==> config.mk <==
export PLATFORM = sky130hd
export DESIGN_NAME = psrl_ram
export DESIGN_NICKNAME = d
export VERILOG_FILES = /design/src/per_source_connection_rate_limiter_macros.svh /design/src/psrl_ram.sv
export SDC_FILE = /design/constraint.sdc
export NUM_CORES = 1
export LEC_CHECK = 0
export BUFFER_PORTS_ARGS = -buffer_cell sky130_fd_sc_hd__buf_2
export CAP_MARGIN = 20
export CORE_MARGIN = 1.5
export CORE_UTILIZATION = 60
export DETAILED_ROUTE_END_ITERATION = 6
export HOLD_SLACK_MARGIN = 0.08
export PLACE_DENSITY = 0.9
export SLEW_MARGIN = 20
export SYNTH_ARGS = -nofsm -noshare
export SYNTH_HDL_FRONTEND = slang
export SYNTH_SLANG_ARGS = --single-unit
==> constraint.sdc <==
create_clock -name clock -period 2.33 [get_ports clock]
set_clock_uncertainty 0.2 [all_clocks]
set_input_delay 0.466 -clock clock [delete_from_list [all_inputs] [get_ports clock]]
set_output_delay 0.466 -clock clock [all_outputs]
set_load 0.05 [all_outputs]
==> src/per_source_connection_rate_limiter_macros.svh <==
// ----------------------------------------------------------------------------
// Assertion macros for the per-source connection rate limiter
// Shared helpers for the concurrent checks in the RTL modules.
// ----------------------------------------------------------------------------
`ifndef PER_SOURCE_CONNECTION_RATE_LIMITER_MACROS_SVH
`define PER_SOURCE_CONNECTION_RATE_LIMITER_MACROS_SVH

// Same-cycle implication, disabled while reset is high.
`define PSRL_ASSERT_IMP(lbl, clk, rst, ante, cons) \
   lbl: assert property (@(posedge clk) disable iff (rst) (ante) |-> (cons)) \
      else $error("rate limiter assertion failed");

// Next-cycle implication, disabled while reset is high.
`define PSRL_ASSERT_NXT(lbl, clk, rst, ante, cons) \
   lbl: assert property (@(posedge clk) disable iff (rst) (ante) |=> (cons)) \
      else $error("rate limiter assertion failed");

`endif

==> src/psrl_ram.sv <==
// ----------------------------------------------------------------------------
// psrl_ram
// Generic single-write, single-read RAM with registered, read-first output.
// ----------------------------------------------------------------------------
`default_nettype none

module psrl_ram #(
   parameter int WIDTH = 8,
   parameter int DEPTH = 16
) (
   input  wire logic                     clock,
   input  wire logic                     wr_en,
   input  wire logic [$clog2(DEPTH)-1:0] wr_addr,
   input  wire logic [WIDTH-1:0]         wr_data,
   input  wire logic                     rd_en,
   input  wire logic [$clog2(DEPTH)-1:0] rd_addr,
   output logic      [WIDTH-1:0]         rd_data
);

   logic [WIDTH-1:0] mem_ff [DEPTH];
   logic [WIDTH-1:0] rd_data_ff;

   always_ff @(posedge clock) begin
      if (wr_en) begin
         mem_ff[wr_addr] <= wr_data;
      end
      if (rd_en) begin
         rd_data_ff <= mem_ff[rd_addr];
      end
   end

   assign rd_data = rd_data_ff;

endmodule

`default_nettype wire

==> flow_summary.yaml, run 1 <==
logic_synthesis:
  synthesis.area_mm2: 0.00523
  yosysUniqueCellTypes: 18
  syn-instance-count: 229
  synth_seq_cells: 136
  ys.flop_type: "edfxtp_1"
  avgSynthCellArea_um2: 22.8
  synth_edf_count: 136
  synth_nets: 248
  yosys_warnings: 0
  ys_seq_area_share_pct: 78.1
  synth-async-reset-ratio_pct: 0
clocking:
  cts_buffers: 17
  clk_pin_slew_ns: 0.06
  cts_max_level: 4
  post-cts-setup-buffer-count: 0
  cts.sinks: 136
  clk_latency_ns: 0.52
  hold_buffers: 0
  cts_tree: "done"
  cts_root_buffer: "clkbuf_8"
  clock_path_buffers: 2
  cts_resized: 0
die:
  fp-row-count: 33
  dieHeight_um: 96.3
  coreArea_mm2: 0.00834
  initial_utilization_pct: 62.7
  ios: 27
  dieArea_mm2: 0.00928
  dieWidth_um: 96.3
sta:
  worst_pin_slew_ns: 0.376
  max_freq_ghz: 0.542
  finalMaxSlewViolations: 0
  final_hold_viol_count: 0
  fin_crit_sh_pct: 79.2
  finalSetupTns_ns: 0
  rsz0062_at_grt: "false"
  period_needed_ns: 1.85
  setup_viol_count_final: 0
  maxSlewHeadroom_pct: 74.9
detailed_routing:
  first_pass_iters: 5
  drc: 0
  wl_per_cell_um: 28.2
  wl_mm: 11.4
  ant_nets: 0
  vias_per_cell: 6.64
  dr.first_iter.drc_count: 308
  vias: 2691
power_and_ir_drop:
  p_total_mw: 5.58
  leakage_nw: 2.11
  p_per_area_mw_per_mm2: 906
  max-vdd-ir-drop_mv: 0.502
critical_path:
  critPathMaxStageDelay_ns: 0.42
  cp_max_fo: 1
  crit_family: "flip-flops"
  cp-start-kind: "flop"
  crit_slowest_cell: "edfxtp_1"
  path_class: "reg -> out"
  path_cells: "buf_2"
  end_kind: "output pin"
  worst-path-buf-inv: 1
  cp.required_ns: 1.66
  cp.arrival_ns: 1.18
final_layout:
  final_nets: 307
  syn_to_final_growth_pct: 17.8
  drive_above_1_share_pct: 32.7
  seqCellArea_mm2: 0.00408
  multi_input_area_mm2: 0.00106
  stdcell_count: 405
  design_area_mm2: 0.00616
  fillers: 426
  diodes: 0
  final_common_cell: "edfxtp_1"
  layout_common_cells: "edfxtp_1, buf_2, buf_4, mux4_2"
global_route:
  grt_remaining_overflow: 0
  global_route.usage.met2_pct: 43.8
  grt_pass1_vias: 2757
  grt_pass1_wl_mm: 16.7
  met1_usage_pct: 35.8
  busiest_layer: "met2"
  antenna_found_initial: 0
  grt_max_degree: 27
  grt_use_total_pct: 27.5
  gr-usage-met3_pct: 8.77
placed_design:
  port_buffers: 26
  placed_area_mm2: 0.00561
  detailed_place_hpwl_mm: 6.43
  gp_congestion: 0.758
  place_inst: 374
outcome:
  outcome: "finished, final reports clean"
hold_path:
  hold_class: "in -> reg"
run:
  max_cap_violations: 0
==> per-stage QoR <==
stage / setup slack, ns / utilization (%) / hold slack (ns)
3_3_place_gp: 0.0990 / 67.2 / 0.529
3_5_place_dp: 0.0871 / 67.2 / 0.548
2_1_floorplan: 0.171 / - / 0.365
4_1_cts: 0.461 / 73.8 / 0.0984
5_1_grt: 0.440 / 73.8 / 0.0831
6_report: 0.485 / 73.8 / 0.108
==> per-layer routing <==
layer	routed length, um	share of wire [%]	vias up
li1	-	-	1095
met1	4120	36	1357
met2	5810	51	213
met3	1290	11	26
met4	227	2.0	0
met5	0	0	-
==> path summary, 6_finish.rpt <==
path | endpoint | from | slack, ns | cells past startpoint
max | rd_data[7] | rd_data[7] | 0.48 | 1
min | rd_data[2] | rd_en | 0.11 | 1
max reg2reg | rd_data[5] | mem_ff[1][5] | 0.54 | 3
min reg2reg | rd_data[2] | mem_ff[14][2] | 0.56 | 3
==> sequential cells by signal, indices dropped and copies added (netlist names) <==
register,cells
mem_ff,128
rd_data,8
==> cells in the mapped netlist, types with 2 or more instances <==
master	number	share of area (%)
nand3b_1	2	0.29
mux4_1	14	7.0
nand2b_1	2	0.24
edfxtp_1	136	78
mux4_2	18	7.8
nand2_1	9	0.65
a22oi_1	16	2.3
buf_6	3	0.65
nor3_1	4	0.38
clkdlybuf4s25_2	3	0.57
buf_2	3	0.29
nor2_1	13	0.93
==> cell type report <==
cell class / instances / share of cell area (%)
clock buffers: 19 / 6.85
flip-flops and latches: 136 / 66.3
clock inverters: 12 / 2.09
repair buffers: 50 / 5.44
multi-input cells: 83 / 17.2
well taps: 105 / 2.13
==> power by group <==
part	leakage (nW)	internal [mW]	switching (mW)	total (mW)
clock network	0.264	1.51	0.986	2.50
registers	1.24	2.76	0.0172	2.77
logic	0.610	0.111	0.194	0.306
==> cells by family after synthesis <==
logic type	count (synthesis)	synth area share, %
compound gates	16	2.30
buf+inv	10	1.65
flops	136	78.1
mux	32	14.8
simple gates	35	3.14
Power figures use the tool's default switching activity.
==> run 2: changes to the inputs <==
Clock period 2.33 ns to 1.77 ns, I/O delays scaled along.
==> flow_summary.yaml, run 2 (same netlist as run 1, synthesis figures left out) <==
power_and_ir_drop:
  max-vdd-ir-drop_mv: 1.09
  leakage_nw: 2.21
  p_per_area_mw_per_mm2: 1200
  p_total_mw: 7.65
final_layout:
  top_register: "mem_ff"
  syn_to_final_growth_pct: 22.4
  final_nets: 329
  diodes: 0
  largest_register_ffs: 128
  design_area_mm2: 0.00640
  layout_common_cells: "edfxtp_1, buf_4, mux4_2, buf_2, clkbuf_16"
  final_common_cell: "edfxtp_1"
  drive_above_1_share_pct: 39.0
  finish.utilization_pct: 76.7
global_route:
  grt_remaining_overflow: 0
  grt_use_total_pct: 28.0
  antenna_found_initial: 0
  grt_pass1_wl_mm: 17.0
  grt_pass1_vias: 2754
  grt_max_degree: 19
critical_path:
  crit_family: "flip-flops"
  cp.arrival_ns: 1.20
  crit_slowest_cell: "edfxtp_1"
  critPathMaxStageDelay_ns: 0.39
  end_kind: "output pin"
  path_class: "reg -> out"
  cp_max_fo: 1
  cp.required_ns: 1.22
  path_cells: "buf_2"
  cp-start-kind: "flop"
  worst-path-buf-inv: 1
outcome:
  outcome: "finished, final reports clean"
sta:
  maxSlewHeadroom_pct: 38.8
  rsz0062_at_grt: "false"
  period_needed_ns: 1.75
  finalSetupTns_ns: 0
  setup_viol_count_final: 0
  finalMaxSlewViolations: 0
  fin_crit_sh_pct: 99.1
  max_freq_ghz: 0.570
  fin_ws_ns: 0.0160
  worst_pin_slew_ns: 0.915
  final_hold_viol_count: 0
detailed_routing:
  ant_nets: 0
  drc: 0
  wl_mm: 11.4
  vias_per_cell: 6.42
  vias: 2747
  wl_per_cell_um: 26.6
  first_pass_iters: 5
  dr.first_iter.drc_count: 257
clocking:
  cts.sinks: 136
  cts_max_level: 4
  cts_buffers: 17
  clk_pin_slew_ns: 0.06
  clk_latency_ns: 0.52
  cts_root_buffer: "clkbuf_8"
  cts_tree: "done"
  clock_path_buffers: 2
die:
  ios: 27
  coreArea_mm2: 0.00834
  dieWidth_um: 96.3
  dieHeight_um: 96.3
  initial_utilization_pct: 62.7
  dieArea_mm2: 0.00928
  fp-row-count: 33
placed_design:
  placed_area_mm2: 0.00569
  place_ws_ns: -0.429
  gp_congestion: 0.841
  detailed_place_hpwl_mm: 6.91
  port_buffers: 26
run:
  max_cap_violations: 0
hold_path:
  hold_class: "in -> reg"
==> run 2: cell count changes in the layout (fill, tap and decap cells not counted), sizes merged <==
cell,previous run,this run
dlygate4sd3,0,9
clkinvlp,3,1
clkbuf,19,17
buf,50,63
inv,1,5
bufinv,2,3
==> run 2: what timing repair did <==
item,in CTS,in global routing
endpoints found under the setup margin,0,3
resized for setup,0,5
hold buffers,9,0
endpoints found under the hold margin,136,0
setup buffers,0,0
==> run 2: layout make-up <==
type / count / area, um2
tap: 105 / 131
multi-input combinational: 83 / 1030
clock inverter: 15 / 191
timing repair buffer: 72 / 542
clock buffer: 17 / 414
sequential: 136 / 4080
fill: 434 / 1940
==> run 2: worst paths after layout <==
check | start | endpoint | slack, ns | cells past startpoint
min reg2reg | mem_ff[15][7] | rd_data[7] | 0.58 | 3
max | rd_data[6] | rd_data[6] | 0.02 | 1
max reg2reg | mem_ff[11][3] | rd_data[3] | 0.05 | 3
min | wr_addr[1] | mem_ff[0][7] | 0.21 | 3
==> run 2: routing by layer <==
layer	global-route usage [%]	wire length, um
met2	43.8	5660
met3	7.74	1180
met4	11.5	287
met5	0	0
met1	37.8	4250
==> run 2: power breakdown <==
part / total (mW) / switching (mW) / leakage (nW) / internal [mW]
registers: 3.66 / 0.0268 / 1.24 / 3.63
clock network: 3.55 / 1.37 / 0.293 / 2.18
logic: 0.443 / 0.262 / 0.680 / 0.180
==> run 2: metrics by stage <==
stage	cells	hold slack (ns)
after floorplan	229	0.253
after global placement	387	0.522
after detailed placement	387	0.530
after CTS	428	0.181
after global routing	428	0.191
final	428	0.211
