===== src/per_source_connection_rate_limiter_macros.svh =====
// ----------------------------------------------------------------------------
// Assertion macros for the per-source connection rate limiter
// Shared helpers for the concurrent checks in the RTL modules.
// ----------------------------------------------------------------------------
`ifndef PER_SOURCE_CONNECTION_RATE_LIMITER_MACROS_SVH
`define PER_SOURCE_CONNECTION_RATE_LIMITER_MACROS_SVH

// Same-cycle implication, disabled while reset is high.
`define PSRL_ASSERT_IMP(lbl, clk, rst, ante, cons) \
   lbl: assert property (@(posedge clk) disable iff (rst) (ante) |-> (cons)) \
      else $error("rate limiter assertion failed");

// Next-cycle implication, disabled while reset is high.
`define PSRL_ASSERT_NXT(lbl, clk, rst, ante, cons) \
   lbl: assert property (@(posedge clk) disable iff (rst) (ante) |=> (cons)) \
      else $error("rate limiter assertion failed");

`endif


===== src/psrl_pkg.sv =====
// ----------------------------------------------------------------------------
// psrl_pkg
// Types and constants shared by the connection rate limiter modules.
// ----------------------------------------------------------------------------
`default_nettype none

package psrl_pkg;

   localparam int TABLE_ENTRIES = 64;
   localparam int IDX_W         = $clog2(TABLE_ENTRIES);

   localparam int ADDR_W   = 32;
   localparam int TIME_W   = 48;
   localparam int COUNT_W  = 16;
   localparam int WINDOW_W = 16;
   localparam int MAX_W    = 16;
   localparam int BLOCK_W  = 24;

   localparam int REQ_DATA_W = 80;
   localparam int RSP_DATA_W = 8;

   localparam int CSR_INDEX_W = 2;
   localparam int CSR_DATA_W  = 24;

   localparam logic [CSR_INDEX_W-1:0] CSR_WINDOW_LENGTH = 2'd0;
   localparam logic [CSR_INDEX_W-1:0] CSR_MAX_PER_WINDOW = 2'd1;
   localparam logic [CSR_INDEX_W-1:0] CSR_BLOCK_LENGTH = 2'd2;

   localparam logic [WINDOW_W-1:0] WINDOW_RESET = 16'd1000;
   localparam logic [MAX_W-1:0]    MAX_RESET    = 16'd10;
   localparam logic [BLOCK_W-1:0]  BLOCK_RESET  = 24'd10000;

   localparam logic [COUNT_W-1:0] COUNT_MAX = '1;

   typedef enum logic [2:0] {
      V_OK       = 3'd0,
      V_ZERO     = 3'd1,
      V_BLOCKED  = 3'd2,
      V_NEWBLOCK = 3'd3,
      V_FULL     = 3'd4
   } verdict_type;

   // What the lookup stage decided about a request.
   typedef enum logic [1:0] {
      KIND_ZERO   = 2'd0,
      KIND_HIT    = 2'd1,
      KIND_INSERT = 2'd2,
      KIND_FULL   = 2'd3
   } kind_type;

   typedef struct packed {
      logic [TIME_W-1:0]  window_start;
      logic [TIME_W-1:0]  block_until;
      logic [COUNT_W-1:0] count;
   } rec_type;

   localparam int REC_W = $bits(rec_type);

   typedef struct packed {
      logic             hit;
      logic [IDX_W-1:0] hit_idx;
      logic             free;
      logic [IDX_W-1:0] free_idx;
   } cam_result_type;

endpackage

`default_nettype wire


===== src/psrl_eval.sv =====
// ----------------------------------------------------------------------------
// psrl_eval
// Decision stage: verdict and updated table record for one request.
// ----------------------------------------------------------------------------
`default_nettype none

module psrl_eval (
   input  wire psrl_pkg::kind_type                kind,
   input  wire logic [psrl_pkg::TIME_W-1:0]       now_ms,
   input  wire logic [psrl_pkg::TIME_W-1:0]       block_end,
   input  wire psrl_pkg::rec_type                 rec,
   input  wire logic [psrl_pkg::WINDOW_W-1:0]     window_length_ms,
   input  wire logic [psrl_pkg::MAX_W-1:0]        max_per_window,
   output logic                                   accepted,
   output psrl_pkg::verdict_type                  verdict_code,
   output logic                                   wr_en,
   output psrl_pkg::rec_type                      wr_rec
);
   import psrl_pkg::*;

   logic [COUNT_W-1:0] count_inc;
   logic [TIME_W-1:0]  elapsed;

   assign count_inc = (rec.count != COUNT_MAX) ? rec.count + 1'b1 : rec.count;
   assign elapsed   = now_ms - rec.window_start;

   always_comb begin
      verdict_code = V_OK;
      wr_en        = 1'b0;
      wr_rec       = rec;
      unique case (kind)
         KIND_ZERO: begin
            verdict_code = V_ZERO;
         end
         KIND_FULL: begin
            verdict_code = V_FULL;
         end
         KIND_INSERT: begin
            wr_en               = 1'b1;
            wr_rec.window_start = now_ms;
            wr_rec.block_until  = '0;
            wr_rec.count        = COUNT_W'(1);
         end
         KIND_HIT: begin
            wr_en        = 1'b1;
            wr_rec.count = count_inc;
            if (rec.block_until > now_ms) begin
               verdict_code = V_BLOCKED;
            end else if (elapsed > TIME_W'(window_length_ms)) begin
               // Window ran out: sample the count and start a new window.
               wr_rec.window_start = now_ms;
               wr_rec.count        = '0;
               wr_rec.block_until  = '0;
               if (count_inc > max_per_window) begin
                  wr_rec.block_until = block_end;
                  verdict_code       = V_NEWBLOCK;
               end
            end
         end
         default: begin
            verdict_code = V_OK;
         end
      endcase
   end

   assign accepted = (verdict_code == V_OK) || (verdict_code == V_FULL);

endmodule

`default_nettype wire


===== config.mk =====
export PLATFORM = sky130hd
export DESIGN_NAME = psrl_eval
export DESIGN_NICKNAME = d
export VERILOG_FILES = /design/src/per_source_connection_rate_limiter_macros.svh /design/src/psrl_pkg.sv /design/src/psrl_eval.sv
export SDC_FILE = /design/constraint.sdc
export NUM_CORES = 1
export LEC_CHECK = 0
export BUFFER_PORTS_ARGS = -buffer_cell sky130_fd_sc_hd__buf_4
export CAP_MARGIN = 20
export CORE_ASPECT_RATIO = 0.75
export CORE_MARGIN = 3
export CORE_UTILIZATION = 25
export DETAILED_ROUTE_END_ITERATION = 8
export SLEW_MARGIN = 20
export SYNTH_ARGS = -nofsm -noshare
export SYNTH_HDL_FRONTEND = slang
export SYNTH_SLANG_ARGS = --single-unit
export TNS_END_PERCENT = 30

===== constraint.sdc =====
create_clock -name vclk -period 5.6
set_input_delay 0.28 -clock vclk [all_inputs]
set_output_delay 0.28 -clock vclk [all_outputs]
set_load 0.05 [all_outputs]

==> reports/results.tsv <==
stage	metric	value	unit
outcome	status	completed	
grt	largest net degree at the start of global routing	103	
logic_synthesis	Yosys warning count	0	
drt	Detail Route met2 WL	18890	um
die	DIE AREA	31800	sq um
drt	highest routed layer	met5	
power_and_ir_drop	Reg power frac	0	%
setup_path	CP top delay family	compound AO/OA/AOI/OAI gates	
logic_synthesis	Simple-Gate Fraction of Synth Area	20.07	%
power_and_ir_drop	switching share of power	61.09	%
logic_synthesis	syn_nets	1469	
grt	vias in the first global route	9649	
setup_path	Crit. End Element	output port	
grt	GR Overflow Total	0	
logic_synthesis	cell with the most instances after synthesis	inv_1	
final_layout	Area Overhead vs Synth	50.43	%
drt	routed len/inst	22.21	um
die	io pins	359	
timing	post-layout min period	5.434	ns
setup_path	CP Buf/Inv Count	5	
final_layout	Design Area, Final	11160	sq um
final_layout	layout cell share with drive strength beyond 1	31.71	%
setup_path	CP max FO	27	
drt	Via density	5.539	
setup_path	critical path arrival	5.15	ns
timing	Peak Freq	0.1840	GHz
drt	WL met3	3112	um
logic_synthesis	Syn Inst Count	1095	
power_and_ir_drop	total net switching power	1.015	mW
final_layout	num sequential	0	
power_and_ir_drop	cell-internal power	0.6466	mW
final_layout	clock buf count	0	
setup_path	slowest CP cell	or4_4	
final_layout	fin util	39.04	%
timing	relative slew slack	41.78	%
final_layout	fillers	3019	
drt	first-pass iteration count of the detailed router	6	
power_and_ir_drop	Peak supply drop	0.09250	mV
placement	DPL Wire Length	34660	um
die	# rows	53	
setup_path	CP required	5.32	ns
setup_path	Largest stage delay, worst path	0.61	ns
grt	GRT Util Overall	23.29	%
final_layout	FF+latch area	0	sq um
grt	first-pass GRT wire length	57680	um
placement	gpl congestion	0.9725	
drt	Post-Route M1 WL	17490	um
die	Die H	155.2	um
logic_synthesis	multiplexer share of the synthesized area	1.383	%
drt	via count of the routed design	10090	
logic_synthesis	Yosys cell types	73	
setup_path	worst setup path endpoint	wr_rec[17]	
power_and_ir_drop	Leakage	5.635	nW
setup_path	Stages on worst setup path	24	
drt	Total Wirelength	40470	um
die	initial core utilization	25.96	%
logic_synthesis	Seq/Total Area, Yosys	0	%
logic_synthesis	Compound-Gate Fraction of Synth Area	40.70	%
timing	fin. max-slew vios	0	
die	core area	28580	sq um
setup_path	WS Path Type	primary input to output port	
setup_path	CP Launch Type	primary input	
setup_path	CP Launch Point	now_ms[0]	
timing	Final Hold Violating Endpoints	0	
final_layout	Final #Nets	1811	
logic_synthesis	Yosys top cell by area	ha_1	
logic_synthesis	adder-cell share of the synthesized area	22.36	%
timing	setup violators final	0	
die	Die Width	204.9	um
min_path	worst hold path type	primary input to output port	
logic_synthesis	Syn Area/Cell	6.775	sq um
power_and_ir_drop	Clock Power Share	0	%
clock_network	hold buffer count at CTS	0	
timing	slew of the pin with the lowest slew margin	0.8700	ns
logic_synthesis	share of the synthesized area in the top cell type	22.09	%
power_and_ir_drop	Comb power frac	100.0	%
grt	initial antenna violation count	2	
run	number of max-cap violations	0	
power_and_ir_drop	P per Cell Area	148.9	nW/um^2
setup_path	crit-path most repeated cell	nand4_1	
placement	area post-placement	10680	sq um
logic_synthesis	Synth area leaders	ha_1 22%, a32o_1 14%, inv_1 7.6%, a21oi_1 6.8%, nand2_1 4.1%	
timing	final worst-path cycle share	97.04	%
placement	IO Port Bufs	359	
logic_synthesis	Cell Area, Synth	7418	sq um
drt	final antenna-violating net count	0	
setup_path	crit-path cells	buf_6 > inv_4 > ha_4 > inv_2 > fa_2 > a21o_1 > a221o_1 > and2_4 > o21a_1 > nor2_1 > xnor2_1 > ha_1 > nand4_1 > nor4_4 > a221oi_2 > a22o_1 > o2111ai_2 > nor4_2 > nand4_1 > or4_4 > and4b_2 > buf_12 > a32o_2 > buf_8	
logic_synthesis	XOR/XNOR share of the synthesized area	3.660	%
logic_synthesis	Synth top cells by count	151 x inv_1, 131 x ha_1, 105 x a32o_1, 101 x a21oi_1, 82 x nand2_1	
drt	Initial DRC Count	810	
drt	detailed-route DRC error count	0	
logic_synthesis	largest family of logic cells by synthesized area	compound AO/OA/AOI/OAI gates	
stage by stage:
step,std cells,hold slack (ns),setup slack [ns],setup TNS (ns),total power [mW]
after global routing,1820,0.9184,-0.04940,-2.273,1.773
final,1822,0.9068,0.1656,0,1.662
after CTS,1810,0.9287,0.05337,0,1.562
after detailed placement,1810,0.9268,-0.04145,-0.6561,1.555
after global placement,1810,0.9274,0.001898,0,1.549
after floorplan,1095,0.8177,-0.08512,-0.4256,0.9871
power groups by stage:
stage,combinational (mW),clock (mW),sequential [mW]
after global routing,1.77,0,0
after CTS,1.56,0,0
after global placement,1.55,0,0
final,1.66,0.0000000478,0
after floorplan,0.987,0,0
after detailed placement,1.55,0,0
worst min-delay path by stage:
stage / start / to / cells after the start
CTS: kind[1] / verdict_code[0] / 3
floorplan: rec[4] / wr_rec[4] / 3
global placement: kind[1] / verdict_code[0] / 3
finish: block_end[0] / wr_rec[16] / 3
detailed placement: kind[1] / verdict_code[0] / 3
global route: block_end[0] / wr_rec[16] / 3
cell families after synthesis:
logic type,count (synthesis)
AOI/OAI and AO/OA,410
and+or+nand+nor,296
buffers and inverters,216
adders and majority gates,132
xor gates and xnor gates,31
muxes,10
per-layer routing:
| metal | up-vias | GRT usage (%) |
|---|---|---|
| li1 | 4859 | - |
| met1 | 4692 | 30.24 |
| met2 | 499 | 41.06 |
| met3 | 40 | 3.618 |
| met4 | 2 | 4.488 |
| met5 | - | 0 |
area by class of cell:
class                      instances  area [sq um]  share of cell area (%)
tap                              385         481.7                   4.317
antenna                            2         5.005                 0.04485
timing repair buffer             405          3416                   30.61
inverter                         151         569.3                   5.101
multi-input combinational        879          6688                   59.93
layout by cell type, fill, tap and decap left out, types with 12 or more instances in the layout:
cell and n:
nand2_1 81, nand4_1 36, buf_6 48, nor2_1 56, xor2_1 17, nand3_1 34
o21a_1 14, a21o_1 33, buf_4 341, ha_1 130, o21ai_0 57, xnor2_1 14
a32o_1 83, and3_1 12, a32o_2 22, a21oi_1 100, inv_1 149
repair_timing:
action                     4_1_cts  5_1_grt
setup endpoints to repair       48      115
gates cloned                     0        5
setup buffers                    0        5
pin swaps                        0       19
resized for setup                1       93
(Power assumes the default switching activity.)
