`config.mk`:
```
export PLATFORM = sky130hd
export DESIGN_NAME = psrl_cam
export DESIGN_NICKNAME = d
export VERILOG_FILES = /design/src/psrl_pkg.sv /design/src/psrl_cam.sv
export VERILOG_INCLUDE_DIRS = /design/src /design/src/src
export SDC_FILE = /design/constraint.sdc
export NUM_CORES = 2
export LEC_CHECK = 0
export CAP_MARGIN = 20
export CORE_MARGIN = 2
export CORE_UTILIZATION = 50
export CTS_BUF_LIST = sky130_fd_sc_hd__clkbuf_4
export DETAILED_ROUTE_END_ITERATION = 16
export DONT_BUFFER_PORTS = 1
export GPL_ROUTABILITY_DRIVEN = 0
export PLACE_DENSITY = 0.63
export SETUP_SLACK_MARGIN = 0.15
export SLEW_MARGIN = 5
export SYNTH_ARGS = -nofsm -noshare
export SYNTH_HDL_FRONTEND = slang
export SYNTH_SLANG_ARGS = --single-unit
```
`constraint.sdc`:
```
create_clock -name clock -period 4.92 [get_ports clock]
set_clock_uncertainty 0.05 [all_clocks]
set_input_delay 0.984 -clock clock [delete_from_list [all_inputs] [get_ports clock]]
set_output_delay 0.984 -clock clock [all_outputs]
set_load 0.01 [all_outputs]
```
`src/per_source_connection_rate_limiter_macros.svh`:
```
// ----------------------------------------------------------------------------
// Assertion macros for the per-source connection rate limiter
// Shared helpers for the concurrent checks in the RTL modules.
// ----------------------------------------------------------------------------
`ifndef PER_SOURCE_CONNECTION_RATE_LIMITER_MACROS_SVH
`define PER_SOURCE_CONNECTION_RATE_LIMITER_MACROS_SVH

// Same-cycle implication, disabled while reset is high.
`define PSRL_ASSERT_IMP(lbl, clk, rst, ante, cons) \
   lbl: assert property (@(posedge clk) disable iff (rst) (ante) |-> (cons)) \
      else $error("rate limiter assertion failed");

// Next-cycle implication, disabled while reset is high.
`define PSRL_ASSERT_NXT(lbl, clk, rst, ante, cons) \
   lbl: assert property (@(posedge clk) disable iff (rst) (ante) |=> (cons)) \
      else $error("rate limiter assertion failed");

`endif

```
`src/psrl_pkg.sv`:
```
// ----------------------------------------------------------------------------
// psrl_pkg
// Types and constants shared by the connection rate limiter modules.
// ----------------------------------------------------------------------------
`default_nettype none

package psrl_pkg;

   localparam int TABLE_ENTRIES = 64;
   localparam int IDX_W         = $clog2(TABLE_ENTRIES);

   localparam int ADDR_W   = 32;
   localparam int TIME_W   = 48;
   localparam int COUNT_W  = 16;
   localparam int WINDOW_W = 16;
   localparam int MAX_W    = 16;
   localparam int BLOCK_W  = 24;

   localparam int REQ_DATA_W = 80;
   localparam int RSP_DATA_W = 8;

   localparam int CSR_INDEX_W = 2;
   localparam int CSR_DATA_W  = 24;

   localparam logic [CSR_INDEX_W-1:0] CSR_WINDOW_LENGTH = 2'd0;
   localparam logic [CSR_INDEX_W-1:0] CSR_MAX_PER_WINDOW = 2'd1;
   localparam logic [CSR_INDEX_W-1:0] CSR_BLOCK_LENGTH = 2'd2;

   localparam logic [WINDOW_W-1:0] WINDOW_RESET = 16'd1000;
   localparam logic [MAX_W-1:0]    MAX_RESET    = 16'd10;
   localparam logic [BLOCK_W-1:0]  BLOCK_RESET  = 24'd10000;

   localparam logic [COUNT_W-1:0] COUNT_MAX = '1;

   typedef enum logic [2:0] {
      V_OK       = 3'd0,
      V_ZERO     = 3'd1,
      V_BLOCKED  = 3'd2,
      V_NEWBLOCK = 3'd3,
      V_FULL     = 3'd4
   } verdict_type;

   // What the lookup stage decided about a request.
   typedef enum logic [1:0] {
      KIND_ZERO   = 2'd0,
      KIND_HIT    = 2'd1,
      KIND_INSERT = 2'd2,
      KIND_FULL   = 2'd3
   } kind_type;

   typedef struct packed {
      logic [TIME_W-1:0]  window_start;
      logic [TIME_W-1:0]  block_until;
      logic [COUNT_W-1:0] count;
   } rec_type;

   localparam int REC_W = $bits(rec_type);

   typedef struct packed {
      logic             hit;
      logic [IDX_W-1:0] hit_idx;
      logic             free;
      logic [IDX_W-1:0] free_idx;
   } cam_result_type;

endpackage

`default_nettype wire

```
`src/psrl_cam.sv`:
```
// ----------------------------------------------------------------------------
// psrl_cam
// Fully associative address table with valid bits and lowest-free insertion.
// ----------------------------------------------------------------------------
`default_nettype none
`include "per_source_connection_rate_limiter_macros.svh"

module psrl_cam (
   input  wire logic                            clock,
   input  wire logic                            reset,
   input  wire logic [psrl_pkg::ADDR_W-1:0]     lookup_addr,
   input  wire logic                            insert_en,
   output psrl_pkg::cam_result_type             result
);
   import psrl_pkg::*;

   logic [TABLE_ENTRIES-1:0] valid_ff;
   logic [TABLE_ENTRIES-1:0] valid_in;
   logic [ADDR_W-1:0]        addr_ff [TABLE_ENTRIES];
   logic [TABLE_ENTRIES-1:0] hit_vec;

   // Parallel compare, then lowest-index priority pick for hit and free slot.
   always_comb begin
      result = '0;
      for (int i = 0; i < TABLE_ENTRIES; i++) begin
         hit_vec[i] = valid_ff[i] && (addr_ff[i] == lookup_addr);
      end
      for (int i = TABLE_ENTRIES - 1; i >= 0; i--) begin
         if (hit_vec[i]) begin
            result.hit     = 1'b1;
            result.hit_idx = IDX_W'(i);
         end
         if (!valid_ff[i]) begin
            result.free     = 1'b1;
            result.free_idx = IDX_W'(i);
         end
      end
   end

   always_comb begin
      valid_in = valid_ff;
      if (insert_en) begin
         valid_in[result.free_idx] = 1'b1;
      end
   end

   always_ff @(posedge clock) begin
      if (reset) begin
         valid_ff <= '0;
      end else begin
         valid_ff <= valid_in;
      end
   end

   always_ff @(posedge clock) begin
      if (insert_en) begin
         addr_ff[result.free_idx] <= lookup_addr;
      end
   end

   `PSRL_ASSERT_IMP(a_cam_single_hit, clock, reset, 1'b1, $onehot0(hit_vec))
   `PSRL_ASSERT_IMP(a_cam_insert_needs_slot, clock, reset, insert_en, !result.hit && result.free)
   `PSRL_ASSERT_NXT(a_cam_insert_sets_valid, clock, reset, insert_en, valid_ff[$past(result.free_idx)])

endmodule

`default_nettype wire

```
==> flow_summary.json <==
{
  "portBuffers": 0,
  "drt_first_iter_violations": 9007,
  "worst_pin_slew_ns": 1.06,
  "ys_seq_area_share_pct": 70.5,
  "syn_to_final_growth_pct": 13.5,
  "synth.distinct_cells": 57,
  "cts_max_level": 6,
  "hold_viol": 0,
  "cp.arrival_ns": 4.95,
  "leakagePower_nw": 31.7,
  "route.detailed.wl_per_inst_microns": 33.8,
  "routed_via_density": 6.09,
  "drv_slew": 0,
  "gr-total-overflow": 0,
  "final_util_pct": 57.2,
  "preCtsSetupSlack_ns": -0.628,
  "r2r_slack_ns": 0.39,
  "cp-start-kind": "register",
  "core_area_sq_um": 177000,
  "async_flop_share_pct": 0,
  "io_pins": 49,
  "crit_family": "compound AO/OA/AOI/OAI gates",
  "endpoint_kind": "output port",
  "crit_top_cell": "buf_4",
  "grt_setup_unrepaired": "yes",
  "fin_crit_ns": 5.99,
  "peakVddDrop_mv": 0.250,
  "routed_wl_microns": 303000,
  "syn-num-nets": 5682,
  "ff2ff_path_depth": 13,
  "grt_pass1_vias": 52300,
  "synth-edff-count": 2048,
  "yosysWarningCount": 0,
  "first_pass_iters": 6,
  "start_util_pct": 50.4,
  "hpwl_microns": 97600,
  "max_cap_violations": 0,
  "grt_pass1_wl_microns": 415000,
  "fill_cells": 13900,
  "power_density_nw_per_um2": 365,
  "cp-startpoint": "addr_ff[62][12]",
  "regToRegStartpoint": "valid_ff[55]",
  "cts_made_buffers": 574,
  "fmax_mhz": 167,
  "min_from": "lookup_addr[18]",
  "dieArea_sq_um": 182000,
  "status": "complete, but fails checks",
  "dp_cells": 7938,
  "critical_path_buf_inv_count": 5,
  "slew-limit-headroom_pct": 29.2,
  "finalWorstSetupSlack_ns": -1.07,
  "netlist_area_sq_um": 89100,
  "crit_chain": "xor2_1 > nor4_1 > buf_4 > nand4_1 > or4_4 > buf_6 > a41o_1 > a21oi_2 > o211ai_1 > a41oi_2 > o21ai_1 > buf_4 > a221o_1 > a21oi_2 > o21ai_1 > buf_4 > buf_6",
  "crit_type": "register to output port",
  "die_w_microns": 426,
  "cts_root_buffer": "clkbuf_4",
  "netlist_instances": 5647,
  "regArea_sq_um": 62800,
  "setup_viol": 7,
  "final_layout_size_suffix_gt1_share_pct": 19.8,
  "final_cells": 8971,
  "multi_input_area_sq_um": 25400,
  "path_max_fanout": 2,
  "timing.rr.end": "addr_ff[9][9]",
  "vias": 54600,
  "antenna_left": 0,
  "clkSinkCount": 2112,
  "violations": "negative setup slack",
  "drc": 0,
  "syn_area_per_cell_sq_um": 15.8,
  "fin_hold_ws_ns": 0.0652,
  "crit_cells": 17,
  "crit_path_top_delay_cell": "or4_4",
  "hold_class": "primary input to register",
  "total_power_w": 0.0369,
  "crit_required_ns": 3.89,
  "cp-endpoint": "result[7]",
  "ys.flop_type": "edfxtp_1",
  "track_usage_pct": 33.4,
  "cts.clk_slew.worst_paths_ns": 0.06,
  "die_h_microns": 426,
  "fin_crit_sh_pct": 122,
  "rows": 154,
  "antenna_found_initial": 28,
  "cts_tree": "done",
  "insertion_delay_ns": 1.40,
  "synth_seq_cells": 2112,
  "grt_max_degree": 71,
  "layout.nets": 6262,
  "cts_buffer_depth": 4,
  "max_stage_delay_ns": 0.55
}
worst min-delay path by stage:
stage / endpoint / slack (ns) / cells past startpoint
after detailed placement: valid_ff[59] / 0.46 / 2
final: addr_ff[43][18] / 0.07 / 1
after global routing: addr_ff[24][29] / 0.03 / 1
after CTS: addr_ff[2][17] / 0.0003 / 1
after floorplan: valid_ff[58] / 0.42 / 2
after global placement: valid_ff[59] / 0.45 / 2
cell usage in the layout, fill, tap and decap left out, types with 7 or more instances in the layout:
cell type	synthesis	layout
edfxtp_1	2048	2048
xnor2_1	1562	1558
clkbuf_4	0	869
xor2_1	466	466
nand4_1	424	424
buf_4	47	184
nor4_1	177	152
nand3_1	88	86
clkinv_1	0	71
nand2_1	72	65
nor2_1	131	65
nor2_2	0	63
a21oi_1	55	53
inv_1	53	52
dfxtp_1	64	49
buf_16	0	33
or4_1	51	31
nor3_1	27	26
o21ai_0	31	26
nor4_2	0	24
a31oi_1	24	24
or4_4	1	21
o22ai_1	21	20
diode_2	0	14
dlygate4sd3_1	0	14
buf_6	3	13
inv_2	0	12
clkinv_2	0	11
dfxtp_2	0	11
o21ba_2	10	10
or2_2	8	8
and3_1	9	7
or3_1	7	7
nand2b_1	7	7
sequential cells by signal, summed over array words and instances (netlist names):
name and flops:
addr_ff 2048, valid_ff 64
report_power, final:
group          internal, W  switching, W
registers           0.0197     0.0000165
logic             0.000652       0.00102
clock network      0.00820       0.00725
metal layers:
layer | global-route usage (%) | vias to the layer above | wire length, microns
met1 | 45.8 | 27800 | 114000
met2 | 53.9 | 3897 | 144000
met3 | 5.90 | 620 | 35100
met5 | 0 | - | 69
li1 | - | 22300 | -
met4 | 11.7 | 8 | 10500
layout make-up:
| class | count | share of cell area [%] |
|---|---|---|
| antenna | 14 | 0.0347 |
| clock buffer | 869 | 6.45 |
| clock inverter | 97 | 0.478 |
| inverter | 53 | 0.197 |
| multi-input combinational | 3236 | 25.1 |
| sequential | 2112 | 62.1 |
| tap | 2340 | 2.90 |
| timing repair buffer | 250 | 2.68 |
synthesized netlist by cell type, drive strengths merged, types with 4 or more instances:
master | count | area, sq um
inv | 53 | 199
or4 | 52 | 394
o22ai | 21 | 131
clkbuf | 22 | 82.6
or3 | 7 | 43.8
nand3 | 88 | 440
a211oi | 6 | 60.1
a21oi | 55 | 275
nand2 | 72 | 270
nand4 | 424 | 2650
xor2 | 466 | 4080
and2 | 5 | 31.3
xnor2 | 1562 | 13700
o21ai | 33 | 165
nor4 | 177 | 1110
nor2b | 5 | 31.3
or2 | 8 | 50.1
o21ba | 10 | 100
nand2b | 7 | 43.8
and3 | 9 | 56.3
dfxtp | 64 | 1280
nor2 | 131 | 492
a31oi | 24 | 150
nor3 | 27 | 135
a21o | 4 | 30.0
edfxtp | 2048 | 61500
buf | 224 | 1250
per-stage QoR:
stage	setup TNS [ns]	instance area [sq um]
2_1_floorplan	0	89100
3_3_place_gp	-2.66	92400
3_5_place_dp	-2.51	92400
4_1_cts	-4.93	101000
5_1_grt	-5.58	101000
6_report	-4.18	101000
kinds of logic after synthesis:
kind of cell / after synthesis / synth area share (%)
compound gates: 188 / 1.36
xor+xnor: 2028 / 19.9
flops: 2112 / 70.5
simple gates: 1020 / 6.53
buf+inv: 299 / 1.72
what timing repair did:
action	4_1_cts	5_1_grt
cloned	1	0
setup buffers	4	1
hold buffers	47	0
resized for setup	113	23
endpoints found under the setup margin	12	10
pin swaps	60	20
endpoints found under the hold margin	2112	0
Power figures use the tool's default switching activity.
